$ cat config.mk
export PLATFORM = sky130hd
export DESIGN_NAME = priority_task_scheduler_event_flags
export DESIGN_NICKNAME = d
export VERILOG_FILES = /design/src/rtl/pts_pkg.sv /design/src/rtl/pts_pick_unit.sv /design/src/rtl/priority_task_scheduler_event_flags.sv
export SDC_FILE = /design/constraint.sdc
export NUM_CORES = 1
export LEC_CHECK = 0
export ABC_AREA = 0
export BUFFER_PORTS_ARGS = -buffer_cell sky130_fd_sc_hd__buf_2
export CORE_ASPECT_RATIO = 1.4
export CORE_MARGIN = 2
export CORE_UTILIZATION = 57
export DETAILED_ROUTE_END_ITERATION = 6
export PLACE_DENSITY = 0.77
export SYNTH_ARGS = -nofsm -noshare
export SYNTH_HDL_FRONTEND = slang
export SYNTH_SLANG_ARGS = --single-unit
$ cat constraint.sdc
create_clock -name clk -period 4.9 [get_ports clk]
set_input_delay 0.98 -clock clk [delete_from_list [all_inputs] [get_ports clk]]
set_output_delay 0.98 -clock clk [all_outputs]
set_load 0.01 [all_outputs]
$ cat src/rtl/pts_pkg.sv
`timescale 1ns / 1ps
// ----------------------------------------------------------------------------
// pts_pkg
// Shared types and codes for the priority task scheduler.
// ----------------------------------------------------------------------------
package pts_pkg;

	localparam logic [7:0] IDLE_PRIO_RST = 8'd100;

	typedef enum logic [2:0] {
		REQ_CREATE_TASK  = 3'd0,
		REQ_DELAY        = 3'd1,
		REQ_TICK         = 3'd2,
		REQ_PEND         = 3'd3,
		REQ_SET          = 3'd4,
		REQ_CLEAR        = 3'd5,
		REQ_CREATE_GROUP = 3'd6,
		REQ_NONE         = 3'd7
	} req_t;

	typedef enum logic [1:0] {
		TS_READY   = 2'd0,
		TS_DELAYED = 2'd1,
		TS_WAITING = 2'd2,
		TS_SPARE   = 2'd3
	} task_stat_t;

	typedef enum logic [1:0] {
		ERR_OK        = 2'd0,
		ERR_EMPTY     = 2'd1,
		ERR_FULL      = 2'd2,
		ERR_BAD_GROUP = 2'd3
	} err_t;

	typedef enum logic [1:0] {
		ST_IDLE,
		ST_EXEC,
		ST_SCAN
	} state_t;

endpackage

$ cat src/rtl/pts_pick_unit.sv
`timescale 1ns / 1ps
// ----------------------------------------------------------------------------
// pts_pick_unit
// One step of the running-task search: keeps the ready slot with the
// smallest priority number, lowest slot winning ties.
// ----------------------------------------------------------------------------
module pts_pick_unit #(
	parameter int SW = 3
) (
	input  logic          cand_ok,
	input  logic [7:0]    cand_prio,
	input  logic [SW-1:0] cand_idx,
	input  logic          found_in,
	input  logic [7:0]    prio_in,
	input  logic [SW-1:0] idx_in,
	output logic          found_out,
	output logic [7:0]    prio_out,
	output logic [SW-1:0] idx_out
);
	logic take;

	assign take      = cand_ok && (!found_in || (cand_prio < prio_in));
	assign found_out = found_in || cand_ok;
	assign prio_out  = take ? cand_prio : prio_in;
	assign idx_out   = take ? cand_idx : idx_in;
endmodule

$ cat src/rtl/priority_task_scheduler_event_flags.sv
`timescale 1ns / 1ps
// ----------------------------------------------------------------------------
// priority_task_scheduler_event_flags
// Hardware kernel scheduler: task table, event flag groups, running-task pick.
// ----------------------------------------------------------------------------
// A request (req_type and its operands) is taken at a clock edge with start
// high and busy low. busy then stays high while the block works: the EXEC state
// applies the request, then the SCAN state walks the table slot by slot, aging
// delayed tasks on a tick, releasing waiters on a set, and feeding the shared
// priority comparator that picks the running task.
// The result is shown for exactly one cycle with done high; running_task,
// task_switched, group_flags, error_code and tick_count hold until the next
// result. The receiver cannot stall, so busy drops in the cycle done rises
// and the next request can be taken there.
// The idle_priority register is written through cfg_valid/cfg_data; cfg_ready
// is always high. Writes are expected only while no request is in flight.
// After reset the idle task sits ready in slot 0 at priority 100, no group
// exists and the tick count is zero.
// ----------------------------------------------------------------------------
module priority_task_scheduler_event_flags #(
	parameter int TASK_SLOTS   = 8,
	parameter int EVENT_GROUPS = 4,
	parameter int FLAG_BITS    = 16
) (
	input  logic        clk,
	input  logic        arst_n,
	input  logic        start,
	output logic        busy,
	input  logic [2:0]  req_type,
	input  logic [7:0]  task_priority,
	input  logic [15:0] delay_ticks,
	input  logic [1:0]  event_group,
	input  logic [15:0] flag_mask,
	input  logic        wait_all_mode,
	output logic        done,
	output logic [2:0]  running_task,
	output logic        task_switched,
	output logic [15:0] group_flags,
	output logic [1:0]  error_code,
	output logic [15:0] tick_count,
	input  logic        cfg_valid,
	output logic        cfg_ready,
	input  logic [7:0]  cfg_data
);
	import pts_pkg::*;

	localparam int SW  = $clog2(TASK_SLOTS);
	localparam int TCW = $clog2(TASK_SLOTS + 1);
	localparam int GW  = (EVENT_GROUPS > 1) ? $clog2(EVENT_GROUPS) : 1;
	localparam int GCW = $clog2(EVENT_GROUPS + 1);

	function automatic logic cond_holds(input logic [FLAG_BITS-1:0] w,
		input logic [FLAG_BITS-1:0] m, input logic all);
		if (all)
			return (w & m) == m;
		return (w & m) != '0;
	endfunction

	state_t state_q, state_d;

	logic                 used_q  [TASK_SLOTS];
	logic [7:0]           prio_q  [TASK_SLOTS];
	task_stat_t           stat_q  [TASK_SLOTS];
	logic [15:0]          delay_q [TASK_SLOTS];
	logic [FLAG_BITS-1:0] wmask_q [TASK_SLOTS];
	logic                 wall_q  [TASK_SLOTS];
	logic [1:0]           wgrp_q  [TASK_SLOTS];
	logic [FLAG_BITS-1:0] gword_q [EVENT_GROUPS];
	logic [GCW-1:0]       groups_q;
	logic [TCW-1:0]       tasks_q;
	logic [SW-1:0]        cur_q;
	logic [15:0]          ticks_q;

	req_t                 req_q;
	logic [7:0]           tprio_q;
	logic [15:0]          dly_q;
	logic [1:0]           grp_q;
	logic [FLAG_BITS-1:0] mask_q;
	logic                 all_q;
	logic                 tick_q, set_q;
	logic [FLAG_BITS-1:0] flags_q;
	err_t                 err_q;

	logic [SW-1:0]        idx_q;
	logic                 found_q;
	logic [7:0]           bprio_q;
	logic [SW-1:0]        bidx_q;

	logic [TASK_SLOTS-1:0] rdy_vec;
	logic                  accept, grp_ok, last, cand_ok;
	logic [GW-1:0]         gidx;
	task_stat_t            ns;
	logic [15:0]           nd;
	logic                  pk_found;
	logic [7:0]            pk_prio;
	logic [SW-1:0]         pk_idx;
	logic [FLAG_BITS-1:0]  set_word;
	logic [SW-1:0]         new_slot;

	genvar gi;
	generate
		for (gi = 0; gi < TASK_SLOTS; gi++) begin : g_rdy
			assign rdy_vec[gi] = used_q[gi] && (stat_q[gi] == TS_READY);
		end
	endgenerate

	assign busy      = (state_q != ST_IDLE);
	assign cfg_ready = 1'b1;
	assign accept    = start && !busy;
	assign gidx      = GW'(grp_q);
	assign grp_ok    = 32'(grp_q) < 32'(groups_q);
	assign last      = (idx_q == SW'(TASK_SLOTS - 1));
	assign set_word  = gword_q[gidx] | mask_q;
	assign new_slot  = SW'(tasks_q);

	// per-slot update on the walk
	always_comb begin
		ns = stat_q[idx_q];
		nd = delay_q[idx_q];
		if (tick_q && used_q[idx_q] && (stat_q[idx_q] == TS_DELAYED)) begin
			if (delay_q[idx_q] <= 16'd1) begin
				nd = 16'd0;
				ns = TS_READY;
			end else begin
				nd = delay_q[idx_q] - 16'd1;
			end
		end
		if (set_q && used_q[idx_q] && (stat_q[idx_q] == TS_WAITING) &&
			(wgrp_q[idx_q] == grp_q) &&
			cond_holds(gword_q[gidx], wmask_q[idx_q], wall_q[idx_q]))
			ns = TS_READY;
		cand_ok = used_q[idx_q] && (ns == TS_READY);
	end

	pts_pick_unit #(.SW(SW)) u_pick (
		.cand_ok   (cand_ok),
		.cand_prio (prio_q[idx_q]),
		.cand_idx  (idx_q),
		.found_in  (found_q),
		.prio_in   (bprio_q),
		.idx_in    (bidx_q),
		.found_out (pk_found),
		.prio_out  (pk_prio),
		.idx_out   (pk_idx)
	);

	always_comb begin
		state_d = state_q;
		unique case (state_q)
			ST_IDLE: begin
				if (accept)
					state_d = ST_EXEC;
			end
			ST_EXEC: state_d = ST_SCAN;
			ST_SCAN: begin
				if (last)
					state_d = ST_IDLE;
			end
			default: state_d = ST_IDLE;
		endcase
	end

	always_ff @(posedge clk or negedge arst_n) begin
		if (!arst_n)
			state_q <= ST_IDLE;
		else
			state_q <= state_d;
	end

	// request latch
	always_ff @(posedge clk) begin
		if (accept) begin
			req_q   <= req_t'(req_type);
			tprio_q <= task_priority;
			dly_q   <= delay_ticks;
			grp_q   <= event_group;
			mask_q  <= FLAG_BITS'(flag_mask);
			all_q   <= wait_all_mode;
		end
	end

	always_ff @(posedge clk or negedge arst_n) begin
		if (!arst_n) begin
			for (int i = 0; i < TASK_SLOTS; i++) begin
				used_q[i]  <= (i == 0);
				prio_q[i]  <= (i == 0) ? IDLE_PRIO_RST : 8'd0;
				stat_q[i]  <= TS_READY;
				delay_q[i] <= 16'd0;
				wmask_q[i] <= '0;
				wall_q[i]  <= 1'b0;
				wgrp_q[i]  <= 2'd0;
			end
			for (int g = 0; g < EVENT_GROUPS; g++)
				gword_q[g] <= '0;
			groups_q <= '0;
			tasks_q  <= TCW'(1);
			cur_q    <= '0;
			ticks_q  <= 16'd0;
			tick_q   <= 1'b0;
			set_q    <= 1'b0;
			flags_q  <= '0;
			err_q    <= ERR_OK;
			idx_q    <= '0;
			found_q  <= 1'b0;
			bprio_q  <= 8'd0;
			bidx_q   <= '0;
			done     <= 1'b0;
		end else begin
			done <= 1'b0;
			if (state_q == ST_EXEC) begin
				tick_q  <= 1'b0;
				set_q   <= 1'b0;
				flags_q <= '0;
				err_q   <= ERR_OK;
				idx_q   <= '0;
				found_q <= 1'b0;
				unique case (req_q)
					REQ_CREATE_TASK: begin
						if (32'(tasks_q) >= TASK_SLOTS) begin
							err_q <= ERR_FULL;
						end else begin
							used_q[new_slot]  <= 1'b1;
							prio_q[new_slot]  <= tprio_q;
							stat_q[new_slot]  <= TS_READY;
							delay_q[new_slot] <= 16'd0;
							tasks_q <= tasks_q + TCW'(1);
						end
					end
					REQ_DELAY: begin
						if ((dly_q != 16'd0) && rdy_vec[cur_q]) begin
							stat_q[cur_q]  <= TS_DELAYED;
							delay_q[cur_q] <= dly_q;
						end
					end
					REQ_TICK: begin
						ticks_q <= ticks_q + 16'd1;
						tick_q  <= 1'b1;
					end
					REQ_PEND: begin
						if (!grp_ok) begin
							err_q <= ERR_BAD_GROUP;
						end else begin
							flags_q <= gword_q[gidx];
							if (mask_q == '0)
								err_q <= ERR_EMPTY;
							else if (rdy_vec[cur_q] &&
								!cond_holds(gword_q[gidx], mask_q, all_q)) begin
								stat_q[cur_q]  <= TS_WAITING;
								wmask_q[cur_q] <= mask_q;
								wall_q[cur_q]  <= all_q;
								wgrp_q[cur_q]  <= grp_q;
							end
						end
					end
					REQ_SET: begin
						if (!grp_ok) begin
							err_q <= ERR_BAD_GROUP;
						end else if (mask_q == '0) begin
							err_q   <= ERR_EMPTY;
							flags_q <= gword_q[gidx];
						end else begin
							gword_q[gidx] <= set_word;
							flags_q <= set_word;
							set_q   <= 1'b1;
						end
					end
					REQ_CLEAR: begin
						if (!grp_ok) begin
							err_q <= ERR_BAD_GROUP;
						end else begin
							gword_q[gidx] <= gword_q[gidx] & ~mask_q;
							flags_q <= gword_q[gidx] & ~mask_q;
						end
					end
					REQ_CREATE_GROUP: begin
						if (32'(groups_q) >= EVENT_GROUPS) begin
							err_q <= ERR_FULL;
						end else begin
							gword_q[GW'(groups_q)] <= mask_q;
							flags_q  <= mask_q;
							groups_q <= groups_q + GCW'(1);
						end
					end
					default: ;
				endcase
			end else if (state_q == ST_SCAN) begin
				stat_q[idx_q]  <= ns;
				delay_q[idx_q] <= nd;
				found_q <= pk_found;
				bprio_q <= pk_prio;
				bidx_q  <= pk_idx;
				idx_q   <= idx_q + SW'(1);
				if (last) begin
					done <= 1'b1;
					if (pk_found)
						cur_q <= pk_idx;
				end
			end
			if (cfg_valid)
				prio_q[0] <= cfg_data;
		end
	end

	// result registers
	always_ff @(posedge clk) begin
		if ((state_q == ST_SCAN) && last) begin
			running_task  <= 3'(pk_found ? pk_idx : cur_q);
			task_switched <= pk_found && (pk_idx != cur_q);
			group_flags   <= 16'(flags_q);
			error_code    <= err_q;
			tick_count    <= ticks_q;
		end
	end
endmodule

==> impl_metrics.py <==
metrics = {
    "routing": {
        "first_pass_iters": 7,
        "via_per_inst": 7.126,
        "ant_nets": 0,
        "via_count": 24407,
        "drt-total-wl_mm": 98.92,
        "drt_iter0_markers": 2830,
        "wl_per_cell_um": 28.88,
        "drcViolationCount": 0,
    },
    "clock_tree": {
        "clock-sinks": 580,
        "cts_buffers": 55,
        "clock_path_buffers": 3,
        "cts.clk_slew.worst_paths_ns": 0.07,
        "ctsHoldBuffers": 0,
        "clock_latency_ns": 0.64,
        "htreeDepth": 2,
        "cts_tree": "built",
        "clock-root-buffer": "clkbuf_16",
        "postCtsSetupBuffers": 0,
        "cts_resized": 0,
    },
    "synth": {
        "synthesis.nets": 2709,
        "yosysWarningCount": 0,
        "netlist-cell-type-count": 92,
        "synthMostInstantiatedCell": "dfrtp_1",
        "synth_area_leaders": "dfrtp_1 40%, mux2_2 11%, edfxtp_1 8.2%",
        "ys_seq_area_share_pct": 48.83,
        "ys.flop_type": "dfrtp_1",
        "avgSynthCellArea_um2": 11.64,
        "synth_top_cell_by_area": "dfrtp_1",
        "yosys-top-cells-count": "491 x dfrtp_1, 300 x mux2_2, 222 x a22oi_1",
        "ys_ff_latch": 580,
        "netlist_instances": 2628,
        "synth_edf_count": 84,
        "async_flop_share_pct": 85.52,
        "netlist_area_um2": 30600,
        "synth.top_cell.area_share_pct": 40.15,
    },
    "sta": {
        "finalCriticalPeriod_ns": 4.591,
        "holdWs_ns": 0.3910,
        "finalMaxSlewViolations": 18,
        "finalClockSkew_ns": 0.03761,
        "setup_ws_ns": 0.3088,
        "relSlewSlack_pct": -0.3476,
        "hold_viol": 0,
        "fmax_ghz": 0.2178,
        "worst_pin_slew_ns": 1.504,
        "setup_viol": 0,
        "rsz0062_at_grt": "no",
        "fin_tns_setup_ns": 0,
        "fin_crit_sh_pct": 93.70,
    },
    "floorplan": {
        "die_area_um2": 55580,
        "die_y_um": 278.1,
        "die_width_um": 199.8,
        "core_area_um2": 53180,
        "rows": 100,
        "start_util_pct": 57.54,
        "io_pins": 99,
    },
    "layout": {
        "syn_to_final_growth_pct": 10.46,
        "drive_above_1_share_pct": 26.69,
        "fin_nets": 2743,
    },
    "run": {
        "cap_violations": 1,
    },
    "placement": {
        "port_buffers": 97,
        "hpwl_mm": 64.27,
        "gp_congestion": 0.9826,
        "dp_slack_ns": 0.4486,
    },
    "power": {
        "p_leak_uw": 0.01428,
        "vdd_drop_max_uv": 420.1,
        "powerDensity_nw_per_um2": 535.9,
    },
    "worst_setup_path": {
        "cp_data_arrival_time_ns": 5.18,
        "worstPathMaxFanout": 28,
        "end_kind": "flop",
        "start_kind": "flop",
        "reg2reg_depth": 11,
        "worstSetupPathType": "flop to flop",
        "cpPeakStageDelay_ns": 0.76,
        "crit_required_ns": 5.48,
        "path_cells": "buf_4 -> buf_12 -> mux2i_1 -> o21ai_1 -> a2111oi_0 -> nand4b_1 -> nor3_1 -> nand4_1 -> a21oi_1 -> o2bb2ai_1 -> mux2_2",
        "crit_path_top_delay_cell": "nor3_1",
    },
    "global_route": {
        "overflow": 0,
        "grt_pass1_vias": 24628,
        "grt_max_degree": 100,
        "antenna_found_initial": 3,
        "grt_first_pass_wirelength_mm": 150.3,
        "grt.total_usage_pct": 35.94,
    },
    "status": {
        "violations": "capacitance limit, slew limit",
        "outcome": "finished, violations left",
    },
    "hold_path": {
        "hp-class": "input port to async pin",
    },
}
[worst max-delay path: cells and delay by family, from the launching register on]
kind	cells	cell delay, ns
compound gates	4	1.75
buf+inv	2	0.43
flops	1	0.66
mux	2	0.39
simple gates	3	1.29
[per-stage QoR]
step / power [µW] / area, µm² / std cells / util, %
2_1_floorplan: 10950 / 30600 / 2628 / -
3_3_place_gp: 13300 / 31990 / 3319 / 60.16
3_5_place_dp: 13510 / 31990 / 3319 / 60.16
4_1_cts: 17840 / 33790 / 3423 / 63.54
5_1_grt: 18750 / 33800 / 3424 / 63.56
6_report: 18110 / 33800 / 3425 / 63.56
[metal layers]
layer / track usage (%) / wire length (µm) / vias up
met5: 0 / 0 / -
li1: - / - / 10166
met2: 57.18 / 47100 / 1532
met1: 43.86 / 34950 / 12233
met4: 23.80 / 7717 / 0
met3: 7.889 / 9153 / 476
[state kept, by name, summed over array words and instances, names as in the netlist, 4 cells and up]
name         cells
group_flags     16
prio_q          64
gword_q         64
wall_q           8
delay_q        128
mask_q          16
stat_q          16
used_q           8
dly_q           16
flags_q         16
bprio_q          8
wmask_q        128
tprio_q          8
wgrp_q          16
tick_count      16
tasks_q          4
ticks_q         16
[cells in the final DEF (no fill, tap or decap), types with 65 or more instances in the layout]
master	count
buf_4	96
nand2_1	149
edfxtp_1	84
mux2i_1	65
buf_2	96
o32ai_1	82
dfrtp_1	488
o21ai_0	206
mux2_2	300
a22oi_1	222
nor2_1	71
[power by group]
group	total (µW)	switching (µW)	internal (µW)
Sequential	6640	934	5710
Combinational	7120	4630	2480
Clock	4350	1950	2400
Total	18100	7520	10600
[worst paths after layout]
| kind | from | endpoint | slack [ns] |
|---|---|---|---|
| setup reg to reg | idx_q[1]$_DFFE_PN0N_ | delay_q[63]$_DFFE_PN0P_ | 0.31 |
| hold / removal | arst_n | delay_q[54]$_DFFE_PN0P_ | 0.39 |
| setup / recovery | idx_q[1]$_DFFE_PN0N_ | delay_q[63]$_DFFE_PN0P_ | 0.31 |
| max in group asynchronous | arst_n | wmask_q[124]$_DFFE_PN0P_ | 3.35 |
| min in group clk | flags_q[7]$_DFFE_PN0P_ | group_flags[7]$_DFFE_PP_ | 0.47 |
| hold reg to reg | flags_q[7]$_DFFE_PN0P_ | group_flags[7]$_DFFE_PP_ | 0.47 |
[area by class of cell]
class / instances / area [µm²]
Tap cell: 714 / 893.4
Inverter: 51 / 193.9
Clock inverter: 34 / 325.3
Sequential cell: 580 / 14950
Fill cell: 4044 / 19380
Clock buffer: 70 / 1474
Multi-Input combinational cell: 1771 / 14540
Timing Repair Buffer: 203 / 1416
Antenna cell: 2 / 5.005
[cells by family (layout without fill, tap and decap cells)]
logic type,after synthesis,in the layout,synth area share [%]
other cells,1,3,0.01226
flops,580,580,48.83
xor+xnor,29,29,0.8301
buf+inv,277,358,3.946
fa+ha+maj,23,23,0.9405
simple gates,434,434,7.148
compound gates,795,795,18.58
mux,489,489,19.71
No activity file was read; power rests on OpenSTA's default activity.
